--- src/design/mmd_pkg.sv ---
// ----------------------------------------------------------------------------
// mmd_pkg
// Shared types and constants for the min/max decimator.
// ----------------------------------------------------------------------------
package mmd_pkg;

  localparam int SAMPLE_WIDTH_DEF   = 16;
  localparam int POSITION_WIDTH_DEF = 24;
  localparam int COUNT_WIDTH        = 16;
  localparam int REG_INDEX_WIDTH    = 3;
  localparam int BURST_DEPTH        = 3;

  typedef enum logic [2:0] {
    KIND_FIRST    = 3'd0,
    KIND_MIN      = 3'd1,
    KIND_MAX      = 3'd2,
    KIND_BOUNDARY = 3'd3,
    KIND_PASS     = 3'd4
  } kind_t;

  typedef enum logic [REG_INDEX_WIDTH-1:0] {
    REG_AGGREGATE_MODE   = 3'd0,
    REG_SAMPLES_UNSIGNED = 3'd1,
    REG_BUCKET_COUNT     = 3'd2,
    REG_STEP_WHOLE       = 3'd3,
    REG_STEP_REMAINDER   = 3'd4
  } reg_index_t;

  typedef struct packed {
    logic                   aggregate_mode;
    logic                   samples_unsigned;
    logic [COUNT_WIDTH-1:0] bucket_count;
    logic [COUNT_WIDTH-1:0] step_remainder;
  } cfg_t;

  typedef struct packed {
    logic [1:0]             count;
    kind_t [BURST_DEPTH-1:0] kind;
    logic [BURST_DEPTH-1:0] last;
  } burst_ctl_t;

endpackage

--- src/design/mmd_if.sv ---
// ----------------------------------------------------------------------------
// mmd_if
// Valid/ready channels for samples in and decimated results out.
// ----------------------------------------------------------------------------
interface mmd_sample_if #(
  parameter int SAMPLE_WIDTH = 16
);
  logic                    valid;
  logic                    ready;
  logic [SAMPLE_WIDTH-1:0] sample;
  logic                    end_of_stream;

  modport source (output valid, output sample, output end_of_stream, input ready);
  modport sink   (input valid, input sample, input end_of_stream, output ready);
endinterface

interface mmd_result_if #(
  parameter int SAMPLE_WIDTH = 16
);
  logic                    valid;
  logic                    ready;
  logic [SAMPLE_WIDTH-1:0] value;
  logic [2:0]              kind;
  logic                    last;

  modport source (output valid, output value, output kind, output last, input ready);
  modport sink   (input valid, input value, input kind, input last, output ready);
endinterface

--- src/design/mmd_core.sv ---
// ----------------------------------------------------------------------------
// mmd_core
// Window state, boundary generation and min/max tracking, one sample a cycle given room.
// ----------------------------------------------------------------------------
module mmd_core #(
  parameter int SAMPLE_WIDTH   = 16,
  parameter int POSITION_WIDTH = 24
) (
  input  logic                              clk,
  input  logic                              rst,
  mmd_sample_if.sink                        samples,
  input  mmd_pkg::cfg_t                     cfg,
  input  logic [POSITION_WIDTH-1:0]         step_whole,
  input  logic                              room,
  output mmd_pkg::burst_ctl_t               ctl,
  output logic [mmd_pkg::BURST_DEPTH-1:0][SAMPLE_WIDTH-1:0] values
);
  import mmd_pkg::*;

  localparam logic [SAMPLE_WIDTH-1:0] SignBit = {1'b1, {(SAMPLE_WIDTH-1){1'b0}}};

  logic [POSITION_WIDTH-1:0] position, position_next;
  logic [POSITION_WIDTH-1:0] boundary_whole, boundary_whole_next;
  logic [COUNT_WIDTH-1:0]    boundary_remainder, boundary_remainder_next;
  logic [COUNT_WIDTH-1:0]    bucket_index, bucket_index_next;
  logic [SAMPLE_WIDTH-1:0]   running_min, running_min_next;
  logic [SAMPLE_WIDTH-1:0]   running_max, running_max_next;
  logic                      started, started_next;
  logic                      finished, finished_next;

  logic                      fire;
  logic [POSITION_WIDTH-1:0] base_whole, adv_whole, rounded;
  logic [COUNT_WIDTH-1:0]    base_rem, step_rem, adv_rem;
  logic [COUNT_WIDTH:0]      rem_sum, twice;
  logic                      rem_wrap, round_up, at_boundary, is_last;
  logic [SAMPLE_WIDTH-1:0]   s, key_s, key_min, key_max, flip;

  assign samples.ready = room;
  assign fire          = samples.valid && room;
  assign s             = samples.sample;

  // boundary advance, from zero at window start
  always_comb begin
    base_whole = started ? boundary_whole : '0;
    base_rem   = started ? boundary_remainder : '0;
    if (cfg.bucket_count != '0 && cfg.step_remainder >= cfg.bucket_count) begin
      step_rem = cfg.bucket_count - 1'b1;
    end else begin
      step_rem = cfg.step_remainder;
    end
    rem_sum  = {1'b0, base_rem} + {1'b0, step_rem};
    rem_wrap = rem_sum >= {1'b0, cfg.bucket_count};
    if (rem_wrap) begin
      adv_rem = COUNT_WIDTH'(rem_sum - {1'b0, cfg.bucket_count});
    end else begin
      adv_rem = rem_sum[COUNT_WIDTH-1:0];
    end
    adv_whole = base_whole + step_whole + POSITION_WIDTH'(rem_wrap);
  end

  // round to nearest, ties to even
  always_comb begin
    twice    = {boundary_remainder, 1'b0};
    round_up = (twice > {1'b0, cfg.bucket_count}) ||
               (twice == {1'b0, cfg.bucket_count} && twice != '0 && boundary_whole[0]);
    rounded     = boundary_whole + POSITION_WIDTH'(round_up);
    at_boundary = position >= rounded;
    is_last     = bucket_index >= cfg.bucket_count;
  end

  always_comb begin
    flip    = cfg.samples_unsigned ? '0 : SignBit;
    key_s   = s ^ flip;
    key_min = running_min ^ flip;
    key_max = running_max ^ flip;
  end

  always_comb begin
    position_next           = position;
    boundary_whole_next     = boundary_whole;
    boundary_remainder_next = boundary_remainder;
    bucket_index_next       = bucket_index;
    running_min_next        = running_min;
    running_max_next        = running_max;
    started_next            = started;
    finished_next           = finished;
    ctl                     = '0;
    values                  = '0;
    if (fire) begin
      if (!cfg.aggregate_mode) begin
        ctl.count   = 2'd1;
        ctl.kind[0] = KIND_PASS;
        ctl.last[0] = samples.end_of_stream;
        values[0]   = s;
      end else if (finished) begin
        ctl.count = 2'd0;
      end else if (!started) begin
        started_next            = 1'b1;
        running_min_next        = s;
        running_max_next        = s;
        position_next           = POSITION_WIDTH'(1);
        boundary_whole_next     = '0;
        boundary_remainder_next = '0;
        ctl.count               = 2'd1;
        ctl.kind[0]             = KIND_FIRST;
        values[0]               = s;
        if (cfg.bucket_count == '0) begin
          finished_next = 1'b1;
          ctl.last[0]   = 1'b1;
        end else begin
          bucket_index_next       = COUNT_WIDTH'(1);
          boundary_whole_next     = adv_whole;
          boundary_remainder_next = adv_rem;
        end
      end else if (at_boundary) begin
        ctl.count        = 2'd3;
        ctl.kind[0]      = KIND_MIN;
        ctl.kind[1]      = KIND_MAX;
        ctl.kind[2]      = KIND_BOUNDARY;
        ctl.last[2]      = is_last;
        values[0]        = running_min;
        values[1]        = running_max;
        values[2]        = s;
        running_min_next = s;
        running_max_next = s;
        position_next    = position + 1'b1;
        if (is_last) begin
          finished_next = 1'b1;
        end else begin
          bucket_index_next       = bucket_index + 1'b1;
          boundary_whole_next     = adv_whole;
          boundary_remainder_next = adv_rem;
        end
      end else begin
        if (key_s < key_min) begin
          running_min_next = s;
        end
        if (key_s > key_max) begin
          running_max_next = s;
        end
        position_next = position + 1'b1;
      end
    end
  end

  always_ff @(posedge clk) begin
    if (rst) begin
      position           <= '0;
      boundary_whole     <= '0;
      boundary_remainder <= '0;
      bucket_index       <= '0;
      running_min        <= '0;
      running_max        <= '0;
      started            <= 1'b0;
      finished           <= 1'b0;
    end else begin
      position           <= position_next;
      boundary_whole     <= boundary_whole_next;
      boundary_remainder <= boundary_remainder_next;
      bucket_index       <= bucket_index_next;
      running_min        <= running_min_next;
      running_max        <= running_max_next;
      started            <= started_next;
      finished           <= finished_next;
    end
  end

endmodule

--- src/design/mmd_out.sv ---
// ----------------------------------------------------------------------------
// mmd_out
// Result register holding up to three results, shifted out one per transfer.
// ----------------------------------------------------------------------------
module mmd_out #(
  parameter int SAMPLE_WIDTH = 16
) (
  input  logic                clk,
  input  logic                rst,
  mmd_result_if.source        results,
  input  mmd_pkg::burst_ctl_t ctl,
  input  logic [mmd_pkg::BURST_DEPTH-1:0][SAMPLE_WIDTH-1:0] values,
  output logic                room
);
  import mmd_pkg::*;

  logic [1:0]                                remaining;
  kind_t [BURST_DEPTH-1:0]                   kind_q;
  logic [BURST_DEPTH-1:0]                    last_q;
  logic [BURST_DEPTH-1:0][SAMPLE_WIDTH-1:0]  value_q;
  logic                                      xfer;

  assign xfer          = results.valid && results.ready;
  assign room          = (remaining == 2'd0) || (remaining == 2'd1 && results.ready);
  assign results.valid = remaining != 2'd0;
  assign results.value = value_q[0];
  assign results.kind  = kind_q[0];
  assign results.last  = last_q[0];

  always_ff @(posedge clk) begin
    if (rst) begin
      remaining <= 2'd0;
    end else if (room) begin
      remaining <= ctl.count;
    end else if (xfer) begin
      remaining <= remaining - 1'b1;
    end
  end

  // load a new burst, else shift on transfer
  always_ff @(posedge clk) begin
    if (room) begin
      kind_q  <= ctl.kind;
      last_q  <= ctl.last;
      value_q <= values;
    end else if (xfer) begin
      kind_q[0]  <= kind_q[1];
      kind_q[1]  <= kind_q[2];
      last_q[0]  <= last_q[1];
      last_q[1]  <= last_q[2];
      value_q[0] <= value_q[1];
      value_q[1] <= value_q[2];
    end
  end

endmodule

--- src/design/min_max_decimator.sv ---
// ----------------------------------------------------------------------------
// min_max_decimator
// Min/max decimation of one window of samples, with a passthrough mode.
// ----------------------------------------------------------------------------
// Latency: a result is shown in the cycle after its sample's transfer.
// Throughput: one sample per cycle while results are taken; a boundary sample
// gives three results, and the single result register holds off the next
// sample until the last goes out; samples in a bucket give no result or wait.
// Reset: synchronous; clears the window state and loads register defaults.
module min_max_decimator #(
  parameter int SAMPLE_WIDTH   = mmd_pkg::SAMPLE_WIDTH_DEF,
  parameter int POSITION_WIDTH = mmd_pkg::POSITION_WIDTH_DEF,
  localparam int CfgWidth = (POSITION_WIDTH > mmd_pkg::COUNT_WIDTH) ?
                            POSITION_WIDTH : mmd_pkg::COUNT_WIDTH
) (
  input  logic                                 clk,
  input  logic                                 rst,
  input  logic                                 cfg_write,
  input  logic [mmd_pkg::REG_INDEX_WIDTH-1:0]  cfg_index,
  input  logic [CfgWidth-1:0]                  cfg_data,
  mmd_sample_if.sink                           samples,
  mmd_result_if.source                         results
);
  import mmd_pkg::*;

  cfg_t                                     cfg;
  logic [POSITION_WIDTH-1:0]                step_whole;
  logic                                     room;
  burst_ctl_t                               ctl;
  logic [BURST_DEPTH-1:0][SAMPLE_WIDTH-1:0] values;

  always_ff @(posedge clk) begin
    if (rst) begin
      cfg.aggregate_mode   <= 1'b1;
      cfg.samples_unsigned <= 1'b0;
      cfg.bucket_count     <= COUNT_WIDTH'(1);
      cfg.step_remainder   <= '0;
      step_whole           <= POSITION_WIDTH'(1);
    end else if (cfg_write) begin
      case (cfg_index)
        REG_AGGREGATE_MODE:   cfg.aggregate_mode   <= cfg_data[0];
        REG_SAMPLES_UNSIGNED: cfg.samples_unsigned <= cfg_data[0];
        REG_BUCKET_COUNT:     cfg.bucket_count     <= cfg_data[COUNT_WIDTH-1:0];
        REG_STEP_WHOLE:       step_whole           <= cfg_data[POSITION_WIDTH-1:0];
        REG_STEP_REMAINDER:   cfg.step_remainder   <= cfg_data[COUNT_WIDTH-1:0];
        default: begin
        end
      endcase
    end
  end

  mmd_core #(
    .SAMPLE_WIDTH   (SAMPLE_WIDTH),
    .POSITION_WIDTH (POSITION_WIDTH)
  ) u_core (
    .clk        (clk),
    .rst        (rst),
    .samples    (samples),
    .cfg        (cfg),
    .step_whole (step_whole),
    .room       (room),
    .ctl        (ctl),
    .values     (values)
  );

  mmd_out #(
    .SAMPLE_WIDTH (SAMPLE_WIDTH)
  ) u_out (
    .clk     (clk),
    .rst     (rst),
    .results (results),
    .ctl     (ctl),
    .values  (values),
    .room    (room)
  );

endmodule

--- src/flat_wrapper.sv ---
// flat-port wrapper written by rule: the top's interface ports become plain ports
module min_max_decimator_flat import mmd_pkg::*;
#(
  parameter int SAMPLE_WIDTH   = mmd_pkg::SAMPLE_WIDTH_DEF,
  parameter int POSITION_WIDTH = mmd_pkg::POSITION_WIDTH_DEF,
  localparam int CfgWidth = (POSITION_WIDTH > mmd_pkg::COUNT_WIDTH) ?
                            POSITION_WIDTH : mmd_pkg::COUNT_WIDTH
)
  (clk, rst, cfg_write, cfg_index, cfg_data, samples_valid, samples_sample, samples_end_of_stream, samples_ready, results_valid, results_value, results_kind, results_last, results_ready);
  mmd_sample_if #(.SAMPLE_WIDTH(SAMPLE_WIDTH)) samples_i ();
  mmd_result_if #(.SAMPLE_WIDTH(SAMPLE_WIDTH)) results_i ();
  input  logic clk;
  input  logic rst;
  input  logic cfg_write;
  input  logic [mmd_pkg::REG_INDEX_WIDTH-1:0] cfg_index;
  input  logic [CfgWidth-1:0] cfg_data;
  input wire logic [$bits(samples_i.valid)-1:0] samples_valid;
  input wire logic [$bits(samples_i.sample)-1:0] samples_sample;
  input wire logic [$bits(samples_i.end_of_stream)-1:0] samples_end_of_stream;
  output wire logic [$bits(samples_i.ready)-1:0] samples_ready;
  output wire logic [$bits(results_i.valid)-1:0] results_valid;
  output wire logic [$bits(results_i.value)-1:0] results_value;
  output wire logic [$bits(results_i.kind)-1:0] results_kind;
  output wire logic [$bits(results_i.last)-1:0] results_last;
  input wire logic [$bits(results_i.ready)-1:0] results_ready;
  assign samples_i.valid = samples_valid;
  assign samples_i.sample = samples_sample;
  assign samples_i.end_of_stream = samples_end_of_stream;
  assign samples_ready = samples_i.ready;
  assign results_valid = results_i.valid;
  assign results_value = results_i.value;
  assign results_kind = results_i.kind;
  assign results_last = results_i.last;
  assign results_i.ready = results_ready;
  min_max_decimator #(.SAMPLE_WIDTH(SAMPLE_WIDTH), .POSITION_WIDTH(POSITION_WIDTH)) u_core (.clk(clk), .rst(rst), .cfg_write(cfg_write), .cfg_index(cfg_index), .cfg_data(cfg_data), .samples(samples_i), .results(results_i));
endmodule
--- config.mk ---
export PLATFORM = sky130hd
export DESIGN_NAME = min_max_decimator_flat
export DESIGN_NICKNAME = d
export VERILOG_FILES = /design/src/design/mmd_pkg.sv /design/src/design/mmd_if.sv /design/src/design/mmd_core.sv /design/src/design/mmd_out.sv /design/src/design/min_max_decimator.sv /design/src/flat_wrapper.sv
export SDC_FILE = /design/constraint.sdc
export NUM_CORES = 1
export LEC_CHECK = 0
export BUFFER_PORTS_ARGS = -buffer_cell sky130_fd_sc_hd__buf_4
export CAP_MARGIN = 20
export CORE_MARGIN = 1
export CORE_UTILIZATION = 45
export DETAILED_ROUTE_END_ITERATION = 7
export SLEW_MARGIN = 30
export SYNTH_ARGS = -nofsm -noshare
export SYNTH_HDL_FRONTEND = slang
export SYNTH_SLANG_ARGS = --single-unit
--- constraint.sdc ---
create_clock -name clk -period 20.6 [get_ports clk]
set_clock_uncertainty 0.2 [all_clocks]
set_input_delay 1.03 -clock clk [delete_from_list [all_inputs] [get_ports clk]]
set_output_delay 1.03 -clock clk [all_outputs]
set_load 0.005 [all_outputs]
Yosys cells after proc, flatten, opt, wreduce, memory -nomap -nowiden
Cells that the tools add are included.
Widths: inputs -> output; s select.
{ "classes": {"addsub": 9, "eq_ne": 11, "reduce_logical": 28, "order_cmp": 7, "mux": 60, "n_bitwise": 8} }
{ "ops": {"columns": ["op", "n"], "rows": [
  ["$mux 16", 22],
  ["$mux 32", 5],
  ["$mux 24", 6],
  ["$add 24x1->24", 2],
  ["$xor 16x16->16", 3],
  ["$ge 16x16->1", 2],
  ["$reduce_bool 16->1", 2],
  ["$add 24x1->24 const B", 1],
  ["$add 24x24->24", 1],
  ["$ge 24x24->1", 1],
  ["$mux 12", 2],
  ["$mux 6", 4],
  ["$add 16x16->17", 1],
  ["$eq 17x16->1", 1],
  ["$ge 17x16->1", 1],
  ["$gt 17x16->1", 1],
  ["$add 16x1->16 const B", 1],
  ["$gt 16x16->1", 1],
  ["$logic_not 16->1", 1],
  ["$lt 16x16->1", 1],
  ["$sub 16x1->16 const B", 1],
  ["$sub 16x16->16", 1],
  ["$mux 1", 13],
  ["$reduce_and 2->1", 6],
  ["other kinds (23)", 43]
]} }
{ "totals": {"reg_bits": 234, "in_bits": 49, "wordCells": 146, "output_inout_bits": 22} }

Depth between registers and ports, before layout
Gate-level depths: netlist of the first run.
{ "logic_depth": {"ltp_word": 12, "mapped_depth": 37, "ltp_nobuf": 35} }

Cells and area by module
Synthesis of the first run repeated with hierarchy kept, for this count alone.
{ "unflattened": {"hier_cells": 1782, "area_unflattened_um2": 16159.2} }
{ "by_module_without_submodules": {"columns": ["mod", "cells_each", "seq_area_each_um2", "area_per_inst_um2", "n_inst"], "rows": [
  ["mmd_core", 1416, 2282.2, 11104.4, 1],
  ["mmd_out", 144, 1841.8, 2618.8, 1],
  ["min_max_decimator", 222, 1161.1, 2436.1, 1]
]} }

Least setup slack after synthesis of the first run
Ideal clock, no wire load.
{ "synth_timing": {"path_type": "reg-to-reg", "from": "register, netlist name u_core.cfg[17]", "to": "register u_core.u_core.boundary_whole[22]", "path_buffers": 2, "setup_slack_ns": 12.952, "setup_time_ns": 0.117, "t_arrival_ns": 7.332, "path_stages_with_launch": 33, "required_time_ns": 20.283, "synth_period_minus_slack_ns": 7.648, "cell_sequence": "dfxtp_1 inv_1 ha_1 inv_1 or4_4 or3_1 buf_6 inv_1 o22ai_2 mux2_2 ha_1 o311ai_0 o2111ai_1 a31o_2 a21oi_1 xnor2_1 ha_1 nand2_1 nor2_1 nand2_1 o21ai_0 a21oi_2 buf_4 fa_1 fa_1 nand2b_1 a21oi_1 o41a_1 o211ai_1 a211oi_1 o31a_1 xor2_1 a22o_1"} }
{ "synth_via": {"elab_chain_len": 9, "elab_cells_between_ends": 24, "classes_between": "add/sub: 4; order compare: 5; eq/ne: 3; mux: 5; reduce/logical: 7"} }
{ "synth_lines": {"columns": ["item", "line_no", "rtl"], "rows": [
  ["$ge 16x16->1 / $reduce_bool 16->1 (equally long branches)", "mmd_core.sv:46", "if (cfg.bucket_count != '0 && cfg.step_remainder >= cfg.bucket_count) begin"],
  ["$logic_and 1x1->1", "mmd_core.sv:46", null],
  ["$mux 16", "mmd_core.sv:46", null],
  ["$add 16x16->17", "mmd_core.sv:51", "rem_sum = {1'b0, base_rem} + {1'b0, step_rem};"],
  ["$ge 17x16->1", "mmd_core.sv:52", "rem_wrap = rem_sum >= {1'b0, cfg.bucket_count};"],
  ["$add 24x1->24", "mmd_core.sv:58", "adv_whole = base_whole + step_whole + POSITION_WIDTH'(rem_wrap);"],
  ["$mux 24", "mmd_core.sv:127", "if (is_last) begin"],
  ["$mux 24", "mmd_core.sv:115", "end else if (at_boundary) begin"],
  ["$mux 24", "mmd_core.sv:97", "end else if (!started) begin"],
  ["end signal, assigned", "mmd_core.sv:158", "boundary_whole <= boundary_whole_next;"],
  ["end, declared", "mmd_core.sv:23", "logic [POSITION_WIDTH-1:0] boundary_whole, boundary_whole_next;"]
]} }
Several ways; a longest one is shown, not always the timed one. The select of a mux whose other input is x is not followed.
A chain may end at the register's enable or synchronous reset.

Worst setup path in the final report of the first run
{ "layout_timing": {"from": "register, netlist name u_core.cfg[17]", "to": "register u_core.u_core.boundary_whole[22]"} }
{ "layout_via": {"elab_chain_len": 9, "elab_cells_between_ends": 24, "classes_between": "add/sub: 4; order compare: 5; eq/ne: 3; mux: 5; reduce/logical: 7"} }
{ "layout_lines": {"columns": ["item", "line_no"], "rows": [
  ["$ge 16x16->1 / $reduce_bool 16->1 (equally long branches)", "mmd_core.sv:46"],
  ["$logic_and 1x1->1", "mmd_core.sv:46"],
  ["$mux 16", "mmd_core.sv:46"],
  ["$add 16x16->17", "mmd_core.sv:51"],
  ["$ge 17x16->1", "mmd_core.sv:52"],
  ["$add 24x1->24", "mmd_core.sv:58"],
  ["$mux 24", "mmd_core.sv:127"],
  ["$mux 24", "mmd_core.sv:115"],
  ["$mux 24", "mmd_core.sv:97"]
]} }
Several ways; a longest one is shown, not always the timed one. The select of a mux whose other input is x is not followed.

==> flow_summary.json, run 1 <==
{
  "areaGrowthSynthToFinish_pct": 10.5,
  "maxSlewHeadroom": 0.365,
  "globalRoute.totalOverflow": 0,
  "post_cts.repair.setup_buffers": 0,
  "floorplan.die.height_um": 187,
  "cts_num_sinks": 231,
  "cp_common_cell": "sky130_fd_sc_hd__ha_1",
  "place.port_buffers": 70,
  "timing.max_cap.violations": 0,
  "fin_ws_ns": 11.79,
  "synthesis.instances": 1787,
  "route.detailed.wl_per_inst_um": 17.8,
  "dpl_cell_area_mm2": 0.0161,
  "yosysWarnings": 0,
  "final_area_mm2": 0.0170,
  "synthArstFlopShare": 0,
  "row_count": 67,
  "cts-root-buf": "sky130_fd_sc_hd__clkbuf_16",
  "ys_seq_area_frac": 0.338,
  "dp.cells": 2230,
  "critical_path_required_ns": 20.83,
  "worst_pin_slew_ns": 0.951,
  "layout.cells.most_common": "sky130_fd_sc_hd__nand2_1",
  "clock_insertion_delay_worst_skew_ns": 0.54,
  "grt_util_all_layers": 0.229,
  "syn-cell-area_mm2": 0.0154,
  "netlist-cell-type-count": 77,
  "timing.final.crit_share": 0.428,
  "dieWidth_um": 187,
  "detail-route-antenna-nets": 0,
  "cpMaxStageDelayCell": "sky130_fd_sc_hd__o311ai_0",
  "grt_pass1_vias": 12100,
  "dp_hpwl_um": 30200,
  "num_vias": 12800,
  "crit_arrival_ns": 9.04,
  "worst_hold_path_type": "flop to flop",
  "start_util": 0.458,
  "first_iter_violations": 909,
  "postSynth.topFlopCell": "sky130_fd_sc_hd__dfxtp_1",
  "final_core_utilization": 0.506,
  "mostFrequentLayoutCells": "221 x sky130_fd_sc_hd__nand2_1, 175 x sky130_fd_sc_hd__dfxtp_1, 164 x sky130_fd_sc_hd__ha_1",
  "post_synth.cell_area_avg_um2": 8.60,
  "critPathCaptureType": "flop",
  "tritoncts": "built",
  "placeableCoreArea_mm2": 0.0335,
  "nNetsFinal": 2028,
  "grt_setup_unrepaired": "no",
  "drt-total-wl_um": 40700,
  "finalCriticalPeriod_ns": 8.81,
  "initial_antenna_violation_count": 0,
  "fmaxAchievable_mhz": 114,
  "worst-path-max-fanout": 17,
  "power_leakage_nw": 7.12,
  "critPathKind": "flop to flop",
  "pin_count_of_the_biggest_net_entering_global_routing": 76,
  "gp_congestion": 0.891,
  "cts_htree_levels": 1,
  "instances_no_fill": 2280,
  "start_kind": "flop",
  "hold_ws_ns": 0.259,
  "die_area_mm2": 0.0349,
  "post-route-drc-count": 0,
  "finalSetupViolations": 0,
  "max_stage_delay_ns": 0.82,
  "num_antenna_cells": 0,
  "final_hold_viol_count": 0,
  "drive_gt1_frac": 0.0917,
  "cts_resized": 0,
  "drt_first_pass_iters": 6,
  "number_of_max_slew_violations_in_the_final_report": 0,
  "clockBufferDepth": 3,
  "setup_total_negative_slack_ns": 0,
  "outcome": "completed",
  "cellPowerDensity_mw_per_mm2": 108,
  "cts.clk_slew.worst_paths_ns": 0.06,
  "viasPerCell": 5.59,
  "synth.net_count": 2004,
  "io_pins": 71,
  "grt_first_pass_wirelength_um": 64800,
  "post_cts_hold_buffer_count": 0,
  "place_ws_ns": 11.95,
  "fin_total_pwr_mw": 1.83,
  "cts-buffers-inserted": 27,
  "synth_enable_flop_cells": 56,
  "ys_seq_elements": 231,
  "worst_vdd_drop_mv": 0.0646
}
Yosys cell counts, types with 21 or more instances:
master / number / share of area
sky130_fd_sc_hd__nand2_1: 221 / 0.054
sky130_fd_sc_hd__dfxtp_1: 175 / 0.23
sky130_fd_sc_hd__ha_1: 164 / 0.13
sky130_fd_sc_hd__a21oi_1: 152 / 0.050
sky130_fd_sc_hd__nor2_1: 115 / 0.028
sky130_fd_sc_hd__inv_1: 97 / 0.024
sky130_fd_sc_hd__xnor2_1: 64 / 0.036
sky130_fd_sc_hd__o21ai_0: 59 / 0.019
sky130_fd_sc_hd__nand3_1: 58 / 0.019
sky130_fd_sc_hd__edfxtp_1: 56 / 0.11
sky130_fd_sc_hd__nand2b_1: 55 / 0.022
sky130_fd_sc_hd__and2_1: 53 / 0.022
sky130_fd_sc_hd__mux2i_1: 51 / 0.033
sky130_fd_sc_hd__clkbuf_1: 50 / 0.012
sky130_fd_sc_hd__a21o_1: 39 / 0.019
sky130_fd_sc_hd__nand4_1: 36 / 0.015
sky130_fd_sc_hd__xor2_1: 34 / 0.019
sky130_fd_sc_hd__buf_4: 21 / 0.010
worst max-delay path: cells and delay by family, from the launching register on:
family          cells  cell delay, ns
compound gates     13            3.73
xor+xnor            2            0.17
buf+inv             2            0.27
mux                 1            0.40
flops               1            0.36
fa+ha+maj           5            1.80
simple gates        7            1.74
cell type report:
class / count / area [µm²]
clock buffer: 35 / 736
clock inverter: 15 / 116
fill: 3243 / 16600
inverter: 101 / 379
multi-input combinational: 1370 / 9400
sequential: 231 / 5180
tap: 448 / 561
timing repair buffer: 80 / 601
flip-flops by register name, summed over array words and instances, names as in the netlist:
register,cells
u_core.u_core.finished,1
u_core.u_out.results.kind,3
u_core.u_out.results.value,16
u_core.u_core.started,1
u_core.u_core.running_min,16
u_core.u_core.boundary_whole,24
u_core.u_core.boundary_remainder,16
u_core.step_whole,24
u_core.u_out.last_q,3
u_core.u_out.value_q,32
u_core.u_out.remaining,2
u_core.cfg,34
u_core.u_core.bucket_index,16
u_core.u_out.kind_q,3
u_core.u_core.running_max,16
u_core.u_core.position,24
worst paths after layout:
check | from | to | slack [ns] | cells past startpoint
hold / removal | u_core.cfg[0]$_SDFFE_PP0P_ | u_core.cfg[0]$_SDFFE_PP0P_ | 0.26 | 2
hold reg to reg | u_core.cfg[0]$_SDFFE_PP0P_ | u_core.cfg[0]$_SDFFE_PP0P_ | 0.26 | 2
setup / recovery | u_core.cfg[17]$_SDFFE_PP0P_ | u_core.u_core.boundary_whole[22]$_SDFFE_PP0P_ | 11.79 | 30
setup reg to reg | u_core.cfg[17]$_SDFFE_PP0P_ | u_core.u_core.boundary_whole[22]$_SDFFE_PP0P_ | 11.79 | 30
metal layers:
layer | vias up | GRT usage | share of wire
met5 | - | 0 | 0
met4 | 0 | 0.0511 | 0.016
met3 | 51 | 0.0265 | 0.049
met2 | 300 | 0.379 | 0.45
met1 | 5987 | 0.319 | 0.48
li1 | 6416 | - | -
where the power goes:
part	internal, mW	switching [mW]	total, mW
clock	0.266	0.197	0.463
combinational	0.295	0.451	0.746
sequential	0.572	0.0540	0.626
total	1.13	0.702	1.83
kinds of logic after synthesis:
logic type / synth area share
flops: 0.338
buf+inv: 0.0522
xor+xnor: 0.0559
mux: 0.0428
fa+ha+maj: 0.139
compound gates: 0.167
simple gates: 0.206
(Power assumes the default switching activity.)
==> run 2: changes to the inputs <==
==> constraint.sdc (replaced) <==
create_clock -name clk -period 8.1 [get_ports clk]
set_clock_uncertainty 0.2 [all_clocks]
set_input_delay 0.405 -clock clk [delete_from_list [all_inputs] [get_ports clk]]
set_output_delay 0.405 -clock clk [all_outputs]
set_load 0.005 [all_outputs]
==> flow_summary.json, run 2 (synthesis results as in run 1) <==
{
  "part_of_the_power_in_registers": 0.328,
  "grt_first_pass_wirelength_um": 67200,
  "cts_num_sinks": 231,
  "pin_count_of_the_biggest_net_entering_global_routing": 84,
  "finalCriticalPeriod_ns": 7.68,
  "drt-total-wl_um": 42200,
  "crit_arrival_ns": 7.93,
  "worst_r2r_startpoint": "u_core.cfg[17]$_SDFFE_PP0P_",
  "critical_path_required_ns": 8.35,
  "dp_hpwl_um": 30600,
  "whs_path_depth": 4,
  "grt_pass1_vias": 12600,
  "areaGrowthSynthToFinish_pct": 15.9,
  "route.detailed.wl_per_inst_um": 17.9,
  "fin_total_pwr_mw": 4.85,
  "max_stage_delay_ns": 0.52,
  "setup_total_negative_slack_ns": 0,
  "final_area_mm2": 0.0178,
  "whs_endpoint": "u_core.cfg[32]$_SDFFE_PP0P_",
  "drive_gt1_frac": 0.111,
  "tritoncts": "built",
  "clock_insertion_delay_worst_skew_ns": 0.57,
  "worst_r2r_endpoint": "u_core.u_core.boundary_whole[22]$_SDFFE_PP0P_",
  "power_frac_clock": 0.266,
  "io_pins": 71,
  "num_vias": 13200,
  "gp_congestion": 0.922,
  "number_of_max_slew_violations_in_the_final_report": 0,
  "place.port_buffers": 70,
  "placeableCoreArea_mm2": 0.0335,
  "outcome": "completed",
  "grt_util_all_layers": 0.239,
  "start_util": 0.458,
  "final_hold_viol_count": 0,
  "floorplan.die.height_um": 187,
  "initial_antenna_violation_count": 0,
  "timing.max_cap.violations": 0,
  "reg2reg_depth": 32,
  "die_area_mm2": 0.0349,
  "finalSetupViolations": 0,
  "worst_vdd_drop_mv": 0.201,
  "cts-buffers-inserted": 28,
  "critPathCaptureType": "flop",
  "p_int_mw": 3.03,
  "timing.final.crit_share": 0.949,
  "drt_first_pass_iters": 6,
  "cp_common_cell": "sky130_fd_sc_hd__a21oi_1",
  "cts-root-buf": "sky130_fd_sc_hd__clkbuf_16",
  "fmaxAchievable_mhz": 130,
  "cellPowerDensity_mw_per_mm2": 273,
  "worst_pin_slew_ns": 0.993,
  "num_antenna_cells": 0,
  "globalRoute.totalOverflow": 0,
  "critPathKind": "flop to flop",
  "clockBufferDepth": 3,
  "dpl_cell_area_mm2": 0.0163,
  "cts.clk_slew.worst_paths_ns": 0.06,
  "first_iter_violations": 995,
  "start_kind": "flop",
  "post-route-drc-count": 0,
  "viasPerCell": 5.59,
  "slack_of_the_worst_reg_to_reg_path_ns": 0.42,
  "netSwitchingPower_mw": 1.82,
  "mostFrequentLayoutCells": "221 x sky130_fd_sc_hd__nand2_1, 174 x sky130_fd_sc_hd__dfxtp_1, 163 x sky130_fd_sc_hd__ha_1",
  "p_comb_frac": 0.406,
  "cpMaxStageDelayCell": "sky130_fd_sc_hd__or4_4",
  "p_sw_frac": 0.376,
  "detail-route-antenna-nets": 0,
  "maxSlewHeadroom": 0.338,
  "layout.cells.most_common": "sky130_fd_sc_hd__nand2_1",
  "dieWidth_um": 187,
  "cts_htree_levels": 1,
  "largest_reg_flops": 34,
  "nNetsFinal": 2103,
  "worst-path-max-fanout": 9,
  "worst_hold_path_type": "input pin to flop",
  "biggestRegsByFlops": "u_core.cfg x34, u_core.u_out.value_q x32",
  "power_leakage_nw": 7.50,
  "row_count": 67,
  "worstHoldStart": "cfg_index[1]",
  "regMostFlops": "u_core.cfg"
}
run 2: cell count changes in the layout (fill, tap and decap cells not counted), moves of 2 or more:
| cell | delta |
|---|---|
| sky130_fd_sc_hd__bufinv_16 | +3 |
| sky130_fd_sc_hd__inv_6 | -4 |
| sky130_fd_sc_hd__a211oi_1 | -2 |
| sky130_fd_sc_hd__buf_4 | +31 |
| sky130_fd_sc_hd__a211oi_2 | +2 |
| sky130_fd_sc_hd__clkinv_2 | +4 |
| sky130_fd_sc_hd__clkbuf_8 | -2 |
| sky130_fd_sc_hd__dlygate4sd3_1 | +43 |
run 2: stage by stage:
step	std cells	util	hold WS, ns	setup slack [ns]
3_5_place_dp	2254	0.486	0.250	0.174
5_1_grt	2356	0.531	0.0998	-0.0550
6_report	2356	0.531	0.0739	0.416
2_1_floorplan	1787	-	0.236	0.452
3_3_place_gp	2254	0.486	0.244	0.198
4_1_cts	2349	0.527	0.0459	0.122
run 2: worst max-delay path by stage:
stage | startpoint | endpoint | slack, ns
floorplan | u_core.cfg[17]$_SDFFE_PP0P_ | u_core.u_core.boundary_whole[22]$_SDFFE_PP0P_ | 0.45
finish | u_core.cfg[17]$_SDFFE_PP0P_ | u_core.u_core.boundary_whole[22]$_SDFFE_PP0P_ | 0.42
detailed placement | u_core.cfg[25]$_SDFFE_PP0P_ | u_core.u_core.boundary_whole[22]$_SDFFE_PP0P_ | 0.17
global placement | u_core.cfg[25]$_SDFFE_PP0P_ | u_core.u_core.boundary_whole[22]$_SDFFE_PP0P_ | 0.20
global route | u_core.cfg[25]$_SDFFE_PP0P_ | u_core.u_core.boundary_whole[22]$_SDFFE_PP0P_ | -0.05
CTS | u_core.cfg[25]$_SDFFE_PP0P_ | u_core.u_core.boundary_whole[22]$_SDFFE_PP0P_ | 0.12
run 2: final cells by class:
cell class              count  area, µm²
clock inverters            17        210
fillers                  3185      15700
clock buffers              35        737
inverters                 101        379
multi-input cells        1370       9460
well taps                 448        561
repair buffers            154       1260
flip-flops and latches    231       5190
run 2: power groups by stage:
stage / sequential (mW) / combinational, mW / clock (mW)
floorplan: 1.56 / 1.39 / 0
global placement: 1.61 / 1.90 / 0
detailed placement: 1.61 / 1.92 / 0
CTS: 1.59 / 1.94 / 1.32
global route: 1.61 / 2.18 / 1.36
finish: 1.59 / 1.97 / 1.29
run 2: layer usage:
metal,GRT usage,vias up,routed length [µm]
met5,0,-,0
met4,0.0703,0,1160
met3,0.0286,61,1890
met2,0.381,322,18900
met1,0.337,6220,20200
li1,-,6556,-
run 2: worst max-delay path: cells and delay by family (launching register included):
kind / cells / cell delay [ns]
compound gates: 17 / 3.46
xor+xnor: 2 / 0.40
fa+ha+maj: 5 / 1.32
buf+inv: 2 / 0.20
flops: 1 / 0.37
mux: 1 / 0.30
simple gates: 5 / 1.32
run 2: repair_timing:
| action | in CTS | in global routing |
|---|---|---|
| buffers inserted | 0 | 7 |
| endpoints found under the setup margin | 0 | 13 |
| hold buffers | 43 | 0 |
| resized for setup | 0 | 17 |
| endpoints found under the hold margin | 123 | 0 |
